### src/sv/epp_pkg.sv
// ----------------------------------------------------------------------------
// epp_pkg: shared definitions of the EEG packet parser
// Framing constants, the stage-1 item type and the decoded result type.
// ----------------------------------------------------------------------------
package epp_pkg;

	localparam logic [7:0] SYNC_BYTE    = 8'hAA;
	localparam logic [7:0] RAW_CODE     = 8'h04;
	localparam logic [7:0] SUMMARY_CODE = 8'h20;
	localparam logic [7:0] RAW_TAG      = 8'h80;
	localparam logic [7:0] SUMMARY_TAG  = 8'h02;

	localparam int RAW_LEN     = 5;
	localparam int SUMMARY_LEN = 33;
	localparam int COUNT_W     = $clog2(SUMMARY_LEN);
	localparam int BAND_COUNT  = 8;

	localparam logic KIND_RAW     = 1'b0;
	localparam logic KIND_SUMMARY = 1'b1;

	typedef logic [7:0]  byte_t;
	typedef logic [23:0] power_t;

	// One received byte held in the input register.
	typedef struct packed {
		logic  valid;
		byte_t rx_byte;
		logic  sink_ready;
	} rx_item_t;

	// One decoded frame.
	typedef struct packed {
		logic        kind;
		logic [15:0] level;
		power_t      delta_power;
		power_t      theta_power;
		power_t      low_alpha_power;
		power_t      high_alpha_power;
		power_t      low_beta_power;
		power_t      high_beta_power;
		power_t      low_gamma_power;
		power_t      mid_gamma_power;
		byte_t       attention;
		byte_t       meditation;
	} res_t;

endpackage

### src/sv/epp_rx_if.sv
// ----------------------------------------------------------------------------
// epp_rx_if: received byte channel
// Valid/ready channel carrying one serial byte and the sink-ready flag.
// ----------------------------------------------------------------------------
interface epp_rx_if;
	logic       valid;
	logic       ready;
	logic [7:0] rx_byte;
	logic       sink_ready;

	modport source (output valid, output rx_byte, output sink_ready, input ready);
	modport sink (input valid, input rx_byte, input sink_ready, output ready);
endinterface

### src/sv/epp_res_if.sv
// ----------------------------------------------------------------------------
// epp_res_if: decoded result channel
// Valid/ready channel carrying one decoded raw or summary frame.
// ----------------------------------------------------------------------------
interface epp_res_if;
	logic        valid;
	logic        ready;
	logic        kind;
	logic [15:0] level;
	logic [23:0] delta_power;
	logic [23:0] theta_power;
	logic [23:0] low_alpha_power;
	logic [23:0] high_alpha_power;
	logic [23:0] low_beta_power;
	logic [23:0] high_beta_power;
	logic [23:0] low_gamma_power;
	logic [23:0] mid_gamma_power;
	logic [7:0]  attention;
	logic [7:0]  meditation;

	modport source (
		output valid, output kind, output level,
		output delta_power, output theta_power,
		output low_alpha_power, output high_alpha_power,
		output low_beta_power, output high_beta_power,
		output low_gamma_power, output mid_gamma_power,
		output attention, output meditation,
		input ready
	);
	modport sink (
		input valid, input kind, input level,
		input delta_power, input theta_power,
		input low_alpha_power, input high_alpha_power,
		input low_beta_power, input high_beta_power,
		input low_gamma_power, input mid_gamma_power,
		input attention, input meditation,
		output ready
	);
endinterface

### src/sv/epp_rx_stage.sv
// ----------------------------------------------------------------------------
// epp_rx_stage: input register
// Captures one received byte per transaction and holds it until the parser
// consumes it.
// ----------------------------------------------------------------------------
module epp_rx_stage (
	input  logic              clk,
	input  logic              arst_n,
	epp_rx_if.sink            rx,
	input  logic              take,
	output epp_pkg::rx_item_t item
);

	logic          valid_s1;
	epp_pkg::byte_t byte_s1;
	logic          ready_s1;

	// The register frees up in the same cycle that the parser consumes it.
	assign rx.ready = !valid_s1 || take;

	always_ff @(posedge clk or negedge arst_n) begin
		if (!arst_n) begin
			valid_s1 <= 1'b0;
		end else if (rx.ready) begin
			valid_s1 <= rx.valid;
		end
	end

	always_ff @(posedge clk) begin
		if (rx.valid && rx.ready) begin
			byte_s1  <= rx.rx_byte;
			ready_s1 <= rx.sink_ready;
		end
	end

	assign item.valid      = valid_s1;
	assign item.rx_byte    = byte_s1;
	assign item.sink_ready = ready_s1;

endmodule

### src/sv/epp_parser.sv
// ----------------------------------------------------------------------------
// epp_parser: framing state machine, frame store and decoder
// Advances the sync/frame state on each consumed byte, stores frame bytes and
// decodes a completed frame together with its final byte.
// ----------------------------------------------------------------------------
module epp_parser (
	input  logic              clk,
	input  logic              arst_n,
	input  epp_pkg::rx_item_t item,
	input  logic              take,
	output logic              res_valid,
	output epp_pkg::res_t     res_data
);

	typedef enum logic [2:0] {
		ST_HUNT,
		ST_SYNC1,
		ST_SYNC2,
		ST_RAW,
		ST_SUMM
	} state_t;

	state_t                        state_q;
	logic [epp_pkg::COUNT_W-1:0]   count_q;
	logic [epp_pkg::COUNT_W-1:0]   count_nxt;
	logic [epp_pkg::COUNT_W-1:0]   limit;
	epp_pkg::byte_t                frame_q [epp_pkg::SUMMARY_LEN];
	epp_pkg::byte_t                cur     [epp_pkg::SUMMARY_LEN];
	logic                          in_frame;
	logic                          done;
	logic                          opening;
	epp_pkg::byte_t                tag;
	epp_pkg::power_t               bands   [epp_pkg::BAND_COUNT];

	assign in_frame  = (state_q == ST_RAW) || (state_q == ST_SUMM);
	assign limit     = (state_q == ST_RAW) ? epp_pkg::COUNT_W'(epp_pkg::RAW_LEN)
	                                       : epp_pkg::COUNT_W'(epp_pkg::SUMMARY_LEN);
	assign count_nxt = count_q + 1'b1;
	assign done      = in_frame && (count_nxt == limit);
	assign opening   = (state_q == ST_SYNC2) &&
	                   ((item.rx_byte == epp_pkg::RAW_CODE) ||
	                    (item.rx_byte == epp_pkg::SUMMARY_CODE));

	// The frame as it stands once the current byte is written in.
	always_comb begin
		for (int k = 0; k < epp_pkg::SUMMARY_LEN; k++) begin
			cur[k] = (in_frame && (count_q == epp_pkg::COUNT_W'(k))) ? item.rx_byte
			                                                        : frame_q[k];
		end
	end

	assign tag = cur[0];

	assign res_valid = item.valid && done && item.sink_ready &&
	                   ((tag == epp_pkg::RAW_TAG) || (tag == epp_pkg::SUMMARY_TAG));

	always_comb begin
		for (int j = 0; j < epp_pkg::BAND_COUNT; j++) begin
			bands[j] = {cur[4 + 3 * j], cur[5 + 3 * j], cur[6 + 3 * j]};
		end
	end

	always_comb begin
		res_data = '0;
		if (tag == epp_pkg::SUMMARY_TAG) begin
			res_data.kind             = epp_pkg::KIND_SUMMARY;
			res_data.level            = {8'h00, cur[1]};
			res_data.delta_power      = bands[0];
			res_data.theta_power      = bands[1];
			res_data.low_alpha_power  = bands[2];
			res_data.high_alpha_power = bands[3];
			res_data.low_beta_power   = bands[4];
			res_data.high_beta_power  = bands[5];
			res_data.low_gamma_power  = bands[6];
			res_data.mid_gamma_power  = bands[7];
			res_data.attention        = cur[29];
			res_data.meditation       = cur[31];
		end else begin
			res_data.kind  = epp_pkg::KIND_RAW;
			res_data.level = {cur[2], cur[3]};
		end
	end

	always_ff @(posedge clk or negedge arst_n) begin
		if (!arst_n) begin
			state_q <= ST_HUNT;
			count_q <= '0;
		end else if (take) begin
			case (state_q)
				ST_SYNC1: begin
					state_q <= (item.rx_byte == epp_pkg::SYNC_BYTE) ? ST_SYNC2 : ST_HUNT;
				end
				ST_SYNC2: begin
					if (item.rx_byte == epp_pkg::RAW_CODE) begin
						state_q <= ST_RAW;
					end else if (item.rx_byte == epp_pkg::SUMMARY_CODE) begin
						state_q <= ST_SUMM;
					end else begin
						state_q <= ST_HUNT;
					end
					count_q <= '0;
				end
				ST_RAW, ST_SUMM: begin
					if (done) begin
						state_q <= ST_HUNT;
						count_q <= '0;
					end else begin
						count_q <= count_nxt;
					end
				end
				default: begin
					state_q <= (item.rx_byte == epp_pkg::SYNC_BYTE) ? ST_SYNC1 : ST_HUNT;
				end
			endcase
		end
	end

	// Opening a frame wipes the store, so a short frame decoded as a summary
	// reads zeros past its last byte.
	always_ff @(posedge clk) begin
		if (take) begin
			for (int k = 0; k < epp_pkg::SUMMARY_LEN; k++) begin
				if (opening) begin
					frame_q[k] <= '0;
				end else if (in_frame && (count_q == epp_pkg::COUNT_W'(k))) begin
					frame_q[k] <= item.rx_byte;
				end
			end
		end
	end

endmodule

### src/sv/epp_res_stage.sv
// ----------------------------------------------------------------------------
// epp_res_stage: result register
// Holds one decoded frame on the result channel until it is taken.
// ----------------------------------------------------------------------------
module epp_res_stage (
	input  logic          clk,
	input  logic          arst_n,
	input  logic          push,
	input  epp_pkg::res_t res_data,
	output logic          free,
	epp_res_if.source     res
);

	logic          valid_q;
	epp_pkg::res_t data_q;

	assign free = !valid_q || res.ready;

	always_ff @(posedge clk or negedge arst_n) begin
		if (!arst_n) begin
			valid_q <= 1'b0;
		end else if (push) begin
			valid_q <= 1'b1;
		end else if (res.ready) begin
			valid_q <= 1'b0;
		end
	end

	always_ff @(posedge clk) begin
		if (push) begin
			data_q <= res_data;
		end
	end

	assign res.valid            = valid_q;
	assign res.kind             = data_q.kind;
	assign res.level            = data_q.level;
	assign res.delta_power      = data_q.delta_power;
	assign res.theta_power      = data_q.theta_power;
	assign res.low_alpha_power  = data_q.low_alpha_power;
	assign res.high_alpha_power = data_q.high_alpha_power;
	assign res.low_beta_power   = data_q.low_beta_power;
	assign res.high_beta_power  = data_q.high_beta_power;
	assign res.low_gamma_power  = data_q.low_gamma_power;
	assign res.mid_gamma_power  = data_q.mid_gamma_power;
	assign res.attention        = data_q.attention;
	assign res.meditation       = data_q.meditation;

endmodule

### src/sv/eeg_packet_parser.sv
// A result shows on res once the last frame byte has passed the input register and then the result register.
// Throughput: one byte per cycle, set by the input register feeding the parser and result register.
// A byte stalls only while a completed frame waits behind an untaken result.
// Reset: the parser returns to hunting for sync with an empty byte count, and both registers empty.
// The frame store has no reset; it is cleared each time a frame opens.
// ----------------------------------------------------------------------------
// eeg_packet_parser: serial packet parser for a brainwave headset stream
// Finds sync bytes, collects raw and summary frames and decodes them.
// ----------------------------------------------------------------------------
module eeg_packet_parser (
	input  logic      clk,
	input  logic      arst_n,
	epp_rx_if.sink    rx,
	epp_res_if.source res
);

	epp_pkg::rx_item_t item;
	epp_pkg::res_t     res_data;
	logic              res_valid;
	logic              free;
	logic              take;

	// A byte moves on unless it completes a frame with a result and the result register is full and not taken.
	assign take = item.valid && (!res_valid || free);

	epp_rx_stage u_rx_stage (
		.clk    (clk),
		.arst_n (arst_n),
		.rx     (rx),
		.take   (take),
		.item   (item)
	);

	epp_parser u_parser (
		.clk       (clk),
		.arst_n    (arst_n),
		.item      (item),
		.take      (take),
		.res_valid (res_valid),
		.res_data  (res_data)
	);

	epp_res_stage u_res_stage (
		.clk      (clk),
		.arst_n   (arst_n),
		.push     (take && res_valid),
		.res_data (res_data),
		.free     (free),
		.res      (res)
	);

endmodule

### src/flat_wrapper.sv
// flat-port wrapper written by rule: the top's interface ports become plain ports
module eeg_packet_parser_flat 
  (clk, arst_n, rx_valid, rx_rx_byte, rx_sink_ready, rx_ready, res_valid, res_kind, res_level, res_delta_power, res_theta_power, res_low_alpha_power, res_high_alpha_power, res_low_beta_power, res_high_beta_power, res_low_gamma_power, res_mid_gamma_power, res_attention, res_meditation, res_ready);
  epp_rx_if rx_i ();
  epp_res_if res_i ();
  input  logic clk;
  input  logic arst_n;
  input wire logic [$bits(rx_i.valid)-1:0] rx_valid;
  input wire logic [$bits(rx_i.rx_byte)-1:0] rx_rx_byte;
  input wire logic [$bits(rx_i.sink_ready)-1:0] rx_sink_ready;
  output wire logic [$bits(rx_i.ready)-1:0] rx_ready;
  output wire logic [$bits(res_i.valid)-1:0] res_valid;
  output wire logic [$bits(res_i.kind)-1:0] res_kind;
  output wire logic [$bits(res_i.level)-1:0] res_level;
  output wire logic [$bits(res_i.delta_power)-1:0] res_delta_power;
  output wire logic [$bits(res_i.theta_power)-1:0] res_theta_power;
  output wire logic [$bits(res_i.low_alpha_power)-1:0] res_low_alpha_power;
  output wire logic [$bits(res_i.high_alpha_power)-1:0] res_high_alpha_power;
  output wire logic [$bits(res_i.low_beta_power)-1:0] res_low_beta_power;
  output wire logic [$bits(res_i.high_beta_power)-1:0] res_high_beta_power;
  output wire logic [$bits(res_i.low_gamma_power)-1:0] res_low_gamma_power;
  output wire logic [$bits(res_i.mid_gamma_power)-1:0] res_mid_gamma_power;
  output wire logic [$bits(res_i.attention)-1:0] res_attention;
  output wire logic [$bits(res_i.meditation)-1:0] res_meditation;
  input wire logic [$bits(res_i.ready)-1:0] res_ready;
  assign rx_i.valid = rx_valid;
  assign rx_i.rx_byte = rx_rx_byte;
  assign rx_i.sink_ready = rx_sink_ready;
  assign rx_ready = rx_i.ready;
  assign res_valid = res_i.valid;
  assign res_kind = res_i.kind;
  assign res_level = res_i.level;
  assign res_delta_power = res_i.delta_power;
  assign res_theta_power = res_i.theta_power;
  assign res_low_alpha_power = res_i.low_alpha_power;
  assign res_high_alpha_power = res_i.high_alpha_power;
  assign res_low_beta_power = res_i.low_beta_power;
  assign res_high_beta_power = res_i.high_beta_power;
  assign res_low_gamma_power = res_i.low_gamma_power;
  assign res_mid_gamma_power = res_i.mid_gamma_power;
  assign res_attention = res_i.attention;
  assign res_meditation = res_i.meditation;
  assign res_i.ready = res_ready;
  eeg_packet_parser u_core (.clk(clk), .arst_n(arst_n), .rx(rx_i), .res(res_i));
endmodule
### config.mk
export PLATFORM = sky130hd
export DESIGN_NAME = eeg_packet_parser_flat
export DESIGN_NICKNAME = d
export VERILOG_FILES = /design/src/sv/epp_pkg.sv /design/src/sv/epp_rx_if.sv /design/src/sv/epp_res_if.sv /design/src/sv/epp_rx_stage.sv /design/src/sv/epp_parser.sv /design/src/sv/epp_res_stage.sv /design/src/sv/eeg_packet_parser.sv /design/src/flat_wrapper.sv
export SDC_FILE = /design/constraint.sdc
export NUM_CORES = 1
export LEC_CHECK = 0
export ABC_CLOCK_PERIOD_IN_PS = 17300
export BUFFER_PORTS_ARGS = -buffer_cell sky130_fd_sc_hd__buf_4
export CORE_ASPECT_RATIO = 0.7
export CORE_UTILIZATION = 30
export CTS_CLUSTER_DIAMETER = 150
export DETAILED_ROUTE_END_ITERATION = 8
export SLEW_MARGIN = 20
export SYNTH_ARGS = -nofsm -noshare
export SYNTH_HDL_FRONTEND = slang
export SYNTH_SLANG_ARGS = --single-unit
### constraint.sdc
create_clock -name clk -period 17.3 [get_ports clk]
set_clock_uncertainty 0.2 [all_clocks]
set_input_delay 1.73 -clock clk [delete_from_list [all_inputs] [get_ports clk]]
set_output_delay 1.73 -clock clk [all_outputs]
set_load 0.01 [all_outputs]
# --- Word-level counts from Yosys, hierarchy flattened ---
# Memory sizes are Yosys's and may differ from the RTL's. A register that Yosys moved wholly into a read port is not among the register bits.
# Cells that the tools add are included.
op_classes:
  multipliers: 0
  n_div: 0
  mux: 184
  order_cmp: 0
  shifts: 0
  n_bitwise: 33
  n_eq_ne: 43
  add_sub_neg: 1
  n_reduce_logical: 82
op_table:
  columns: ["operator", "count"]
  rows:
  - ["$mux W8", 37]
  - ["$mux W1", 138]
  - ["$eq A6 B5 Y1 const B", 16]
  - ["$eq A6 B4 Y1 const B", 8]
  - ["$logic_and A1 B1 Y1", 41]
  - ["$or A1 B1 Y1", 33]
  - ["$logic_not A1 Y1", 29]
  - ["$eq A6 B3 Y1 const B", 4]
  - ["$mux W17", 1]
  - ["$eq A8 B8 Y1 const B", 2]
  - ["$eq A6 B2 Y1 const B", 2]
  - ["$mux W6", 2]
  - ["$pmux W6 S2", 1]
  - ["$mux W3", 3]
  - ["$pmux W3 S3", 1]
  - ["$eq A8 B2 Y1 const B", 1]
  - ["$eq A8 B3 Y1 const B", 1]
  - ["$eq A8 B6 Y1 const B", 1]
  - ["$add A6 B1 Y6 const B", 1]
  - ["$eq A3 B2 Y1 const B", 2]
  - ["$eq A6 B1 Y1 const B", 1]
  - ["$eq A6 B6 Y1", 1]
  - ["$eq A6 B6 Y1 const B", 1]
  - ["$logic_not A6 Y1", 1]
  - ["8 further kinds", 15]
totals:
  output_inout_bits: 227
  memories: 1
  latch_bits: 0
  reg_bits: 37
  mem_bits_rw: 264
  in_bits: 13
  mem_bits_ro: 0
  elab_cells: 353
memory_table:
  columns: ["memory", "words", "width", "read_ports", "rd_ports_with_merged_regs", "write_ports", "line", "text"]
  rows:
  - ["u_core.u_parser.frame_q", 33, 8, 30, 26, 33, "epp_parser.sv:27", "epp_pkg::byte_t frame_q [epp_pkg::SUMMARY_LEN];"]

# --- Logic depth before layout (Yosys ltp) ---
logic_depth:
  ltp_word: 13
  depth_mapped: 9
  mapped_depth_nobuf: 7

# --- By module ---
# A second synthesis with hierarchy kept.
unflattened:
  cells_unflattened: 1624
  area_unflattened_um2: 20265.7
modules_own_cells:
  columns: ["mod", "cells_each", "seq_area_each_um2", "n_inst", "area_each_um2"]
  rows:
  - ["epp_parser", 1378, 7432.1, 1, 13103.8]
  - ["epp_res_stage", 228, 6781.5, 1, 6804.0]
  - ["epp_rx_stage", 15, 295.3, 1, 339.1]
  - ["eeg_packet_parser", 3, 0.0, 1, 18.8]

# --- Least setup slack after synthesis ---
# OpenSTA, ideal clock, no wires.
synth_path:
  kind: "register -> register"
  start: "register u_core.u_parser.state_q[1]"
  end: "register u_core.u_res_stage.res.attention[0] (netlist name)"
  path_buffers: 1
  path_stages_with_launch: 7
  t_arrival_ps: 16970
  period_less_slack_ps: 18257
  setup_time_ps: 1087
  slack_ps: -957
  t_required_ps: 16013
  path_cell_list: "dfrtp_1 and3b_1 buf_4 o2111ai_4 mux2_4 or3_1 nor3_1"
synth_between:
  elab_chain_cells: 11
  word_cells_on_any_way: 19
  classes_between: "5 x eq/ne; 2 x mux; 12 x reduce/logical"
synth_rtl:
  columns: ["item", "line", "text"]
  rows:
  - ["start, declared", "epp_parser.sv:23", "state_t state_q;"]
  - ["start signal, assigned", "epp_parser.sv:91", "state_q <= (item.rx_byte == epp_pkg::SYNC_BYTE) ? ST_SYNC2 : ST_HUNT;"]
  - ["start signal, assigned", "epp_parser.sv:112", "state_q <= (item.rx_byte == epp_pkg::SYNC_BYTE) ? ST_SYNC1 : ST_HUNT;"]
  - ["$eq A3 B2 Y1 / $eq A3 B3 Y1 (equally long branches)", "epp_parser.sv:35, epp_parser.sv:36", null]
  - ["$logic_or A1 B1 Y1 / $mux W6 (equally long branches)", "epp_parser.sv:35, epp_parser.sv:36", null]
  - ["$logic_and A1 B1 Y1 / $eq A6 B6 Y1 (equally long branches)", "epp_parser.sv:47, epp_parser.sv:39", null]
  - ["$mux W8 / $logic_and A1 B1 Y1 (equally long branches)", "epp_parser.sv:47, epp_parser.sv:39", null]
  - ["$eq A8 B8 Y1 (tied with other cells)", "epp_parser.sv:55", "((tag == epp_pkg::RAW_TAG) || (tag == epp_pkg::SUMMARY_TAG));"]
  - ["$logic_or A1 B1 Y1 / $logic_and A1 B1 Y1 (equally long branches)", "epp_parser.sv:55, epp_parser.sv:54", null]
  - ["$logic_and A1 B1 Y1 *", "epp_parser.sv:54", "assign res_valid = item.valid && done && item.sink_ready &&"]
  - ["$logic_not A1 Y1", "eeg_packet_parser.sv:24", "assign take = item.valid && (!res_valid || free);"]
  - ["$logic_or A1 B1 Y1", "eeg_packet_parser.sv:24", null]
  - ["$logic_and A1 B1 Y1", "eeg_packet_parser.sv:24", null]
  - ["$logic_and A1 B1 Y1 *", "eeg_packet_parser.sv:46", ".push (take && res_valid),"]
  - ["via u_core.u_res_stage.push", "epp_res_stage.sv:8", "input logic push,"]
# The timed path passes the listed nets; every way through them passes the cells marked *.
# A chain may end at the register's enable or synchronous reset.

# --- Worst setup path after layout ---
layout_path:
  start: "register u_core.u_parser.count_q[1] (netlist bit)"
  end: "register u_core.u_res_stage.res.attention[0] (netlist name)"
layout_between:
  elab_chain_cells: 10
  word_cells_on_any_way: 17
  classes_between: "1 x add/sub; 3 x eq/ne; 1 x mux; 12 x reduce/logical"
layout_rtl:
  columns: ["item", "line", "text"]
  rows:
  - ["start, declared", "epp_parser.sv:24", "logic [epp_pkg::COUNT_W-1:0] count_q;"]
  - ["start signal, assigned", "epp_parser.sv:108", "count_q <= count_nxt;"]
  - ["$add A6 B1 Y6 / $logic_not A6 Y1 (equally long branches)", "epp_parser.sv:38, epp_parser.sv:47", null]
  - ["$eq A6 B6 Y1 / $logic_and A1 B1 Y1 (equally long branches)", "epp_parser.sv:39, epp_parser.sv:47", null]
  - ["$logic_and A1 B1 Y1 / $mux W8 (equally long branches)", "epp_parser.sv:39, epp_parser.sv:47", null]
  - ["$logic_and A1 B1 Y1 (tied with other cells)", "epp_parser.sv:54", null]
  - ["$logic_and A1 B1 Y1 / $logic_or A1 B1 Y1 (equally long branches)", "epp_parser.sv:54, epp_parser.sv:55", null]
  - ["$logic_and A1 B1 Y1 *", "epp_parser.sv:54", null]
  - ["$logic_not A1 Y1", "eeg_packet_parser.sv:24", null]
  - ["$logic_or A1 B1 Y1", "eeg_packet_parser.sv:24", null]
  - ["$logic_and A1 B1 Y1", "eeg_packet_parser.sv:24", null]
  - ["$logic_and A1 B1 Y1 *", "eeg_packet_parser.sv:46", null]
  - ["via u_core.u_res_stage.push", "epp_res_stage.sv:8", null]
# Marked as above.

==> run summary <==
Largest area contributor in the netlist -> edfxtp_1
Final period util -> 32.28%
# hold bufs at CTS -> 0
WS Path Type -> reg -> reg
DIE HEIGHT -> 211.0 um
Synth cell types -> 63
Type of origin of the critical path -> register
Final nets -> 1529
# diodes -> 0
Synth async-reset ratio -> 2.268%
Worst path required time -> 17.29 ns
Most common cell after layout, fill and taps aside -> edfxtp_1
Pins Over Slew Limit -> 0
Core Util, Final -> 37.18%
Fin crit period -> 5.584 ns
CP arrival -> 5.58 ns
# DRC -> 0
CP endpoint kind -> register
Max Cap Viol -> 0
TritonCTS Buffers -> 50
Core area -> 61620 sq um
Clock buffer depth -> 3
DR iter-0 viols -> 1090
Rows -> 76
WP buf/inv -> 3
Power Dens Cells -> 102.2 nW/um^2
Maximum number of pins on one net before global-route repair -> 104
Detailed-route vias per instance -> 4.656
Most frequent cells in the layout -> edfxtp_1, buf_4, nor2_1
Postcts setup bufs -> 0
Mapped Area -> 18720 sq um
FF+latch count, synth -> 485
CTS tree -> done
Synth top area cells -> edfxtp_1, and2_1, nor2_1, dfrtp_1, nand2_1
Family with the most delay on the worst path -> buffers and inverters
Crit path top cell by count -> buf_4
H-tree levels -> 2
ANT nets after route -> 0
CTS sink count -> 485
Final Hold Vio Count -> 0
# resized after CTS -> 0
Chip width -> 300.6 um
Clock Tree Root -> clkbuf_16
Status -> complete, no violations
Area growth, synth to finish -> 22.38%
Routability congestion estimate -> 0.8455
Top cell type's share of synthesized area -> 74.74%
Max_slew headroom -> 20.82%
RSZ-0062 raised after global routing -> false
Primary FF master, synth -> edfxtp_1
Vias in the first global route -> 10603
Worst vdd ir -> 0.05864 mV
Syn nets -> 1304
Clk pin slew, worst setup/hold paths -> 0.07 ns
Max stage delay on crit path -> 0.88 ns
EDFF count, synth -> 466
Cells after synthesis -> 1287
Top Ports -> 240
Wire length per cell -> 20.76 um
Worst-margin pin slew -> 1.188 ns
DR pass1 iterations -> 6
HPWL after DPL -> 32.83 mm
Die area -> 63420 sq um
Worst path slowest cell -> buf_4
Setup tns final -> 0 ns
CP Max Fanout -> 79
Worst-skew pair later-pin latency -> 0.59 ns
Cell chain of the critical path -> inv_1 -> ha_1 -> o2111ai_4 -> mux2_4 -> or3_1 -> nor3_4 -> buf_4 -> buf_4
Total GRT Usage -> 15.16%
Initial antenna violation count -> 0
Grt ovf -> 0
Max Fclk -> 179.1 MHz
Ys Warns -> 0
Total Wirelength -> 49.15 mm
Fill cell count -> 5851
Avg Cell Area, Syn -> 14.55 sq um
Hold Crit Class -> reg -> reg
Total power -> 2.342 mW
Setup violations, final -> 0
Via count -> 11021
LEAKAGE -> 7.626 nW
Sequential area share after synthesis -> 77.07%
First-pass GRT wire length -> 69.61 mm
Share of layout cells above drive strength 1 -> 23.19%
Starting Density -> 30.38%
IO Port Bufs -> 239
-- report_power, final --
| part | leakage, nW | switching (mW) | internal [mW] |
|---|---|---|---|
| clock network | 0.763 | 0.447 | 0.598 |
| logic | 2.43 | 0.0135 | 0.00550 |
| registers | 4.44 | 0.00809 | 1.27 |
| total | 7.63 | 0.469 | 1.87 |
-- worst paths after layout --
kind	cells after the start	startpoint	end	slack [ns]
max	8	u_core.u_parser.count_q[1]$_DFFE_PN0P_	u_core.u_res_stage.res.attention[0]$_SDFFCE_PN0P_	11.72
min reg2reg	1	u_core.u_parser.frame_q[4][5]$_DFF_P_	u_core.u_parser.frame_q[4][5]$_DFF_P_	0.26
max reg2reg	8	u_core.u_parser.count_q[1]$_DFFE_PN0P_	u_core.u_res_stage.res.attention[0]$_SDFFCE_PN0P_	11.72
min	1	u_core.u_parser.frame_q[4][5]$_DFF_P_	u_core.u_parser.frame_q[4][5]$_DFF_P_	0.26
min in group asynchronous	1	arst_n	u_core.u_parser.count_q[3]$_DFFE_PN0P_	0.79
max in group asynchronous	1	arst_n	u_core.u_parser.count_q[0]$_DFFE_PN0P_	15.94
-- registers in the layout, summed over array words and instances (netlist names), 3 cells and up --
| register | cells |
|---|---|
| u_core.u_res_stage.res.high_alpha_power | 24 |
| u_core.u_rx_stage.byte_s1 | 8 |
| u_core.u_res_stage.res.mid_gamma_power | 24 |
| u_core.u_res_stage.res.attention | 8 |
| u_core.u_res_stage.res.meditation | 8 |
| u_core.u_res_stage.res.low_gamma_power | 24 |
| u_core.u_res_stage.res.level | 16 |
| u_core.u_res_stage.res.high_beta_power | 24 |
| u_core.u_res_stage.res.low_alpha_power | 24 |
| u_core.u_parser.frame_q | 240 |
| u_core.u_parser.state_q | 3 |
| u_core.u_res_stage.res.theta_power | 24 |
| u_core.u_res_stage.res.delta_power | 24 |
| u_core.u_parser.count_q | 6 |
| u_core.u_res_stage.res.low_beta_power | 24 |
-- layer usage --
layer | vias to the layer above | routed length (um) | GRT usage, % | part of all wire [%]
met5 | - | 0 | 0 | 0
met2 | 460 | 21560 | 22.50 | 44
li1 | 5012 | - | - | -
met4 | 0 | 1121 | 3.903 | 2.3
met3 | 72 | 4183 | 4.453 | 8.5
met1 | 5477 | 22280 | 21.62 | 45
-- stage by stage --
stage	std cells	hold slack, ns	setup slack [ns]	cell area (sq um)
3_5_place_dp	2276	0.2507	11.75	21300
6_report	2367	0.2640	11.72	22910
5_1_grt	2367	0.2818	11.36	22910
3_3_place_gp	2276	0.2457	11.93	21300
2_1_floorplan	1287	0.2322	6.002	18730
4_1_cts	2364	0.2671	11.73	22860
-- worst register-to-register path, delay by kind of cell (launching register included) --
| family | cells | cell delay (ns) |
|---|---|---|
| muxes | 1 | 0.44 |
| DFF | 1 | 0.46 |
| AOI/OAI and AO/OA | 1 | 0.33 |
| and+or+nand+nor | 2 | 1.19 |
| adders and majority gates | 1 | 0.74 |
| buffers and inverters | 3 | 1.80 |
-- cells in the mapped netlist, types with 3 or more instances --
cell type	number
edfxtp_1	466
nor2_1	226
and2_1	219
nand2_1	66
clkbuf_1	49
a21oi_1	46
nand3_1	35
buf_2	19
nand2b_1	13
dfrtp_1	11
o21ai_0	11
dfxtp_1	8
o221a_2	8
nand4_1	7
buf_4	6
nand3_2	6
nor2b_1	6
nor3_1	6
buf_1	4
ha_1	4
inv_1	4
nor4_1	4
or2_2	4
a211o_1	3
a21o_1	3
mux2_2	3
o2bb2ai_1	3
o32ai_1	3
xor2_1	3
-- cells by family (layout without fill, tap and decap cells) --
logic type      count (synthesis)  in the layout  share of synthesized area [%]
fa+ha+maj                       4              4                         0.2673
buf+inv                        82            343                          1.891
simple gates                  610            610                          16.57
mux                             7              7                         0.4410
compound gates                 95             95                          3.569
xor+xnor                        4              4                         0.1872
flops                         485            485                          77.07
-- layout make-up --
| cell class | count | area (sq um) | share of cell area [%] |
|---|---|---|---|
| Multi-Input combinational cell | 720 | 3979 | 17.37 |
| Clock buffer | 59 | 1306 | 5.701 |
| Inverter | 4 | 15.01 | 0.06553 |
| Sequential cell | 485 | 14430 | 62.98 |
| Clock inverter | 29 | 252.7 | 1.103 |
| Timing Repair Buffer | 251 | 1904 | 8.312 |
| Tap cell | 819 | 1025 | 4.473 |
(Power assumes the default switching activity.)
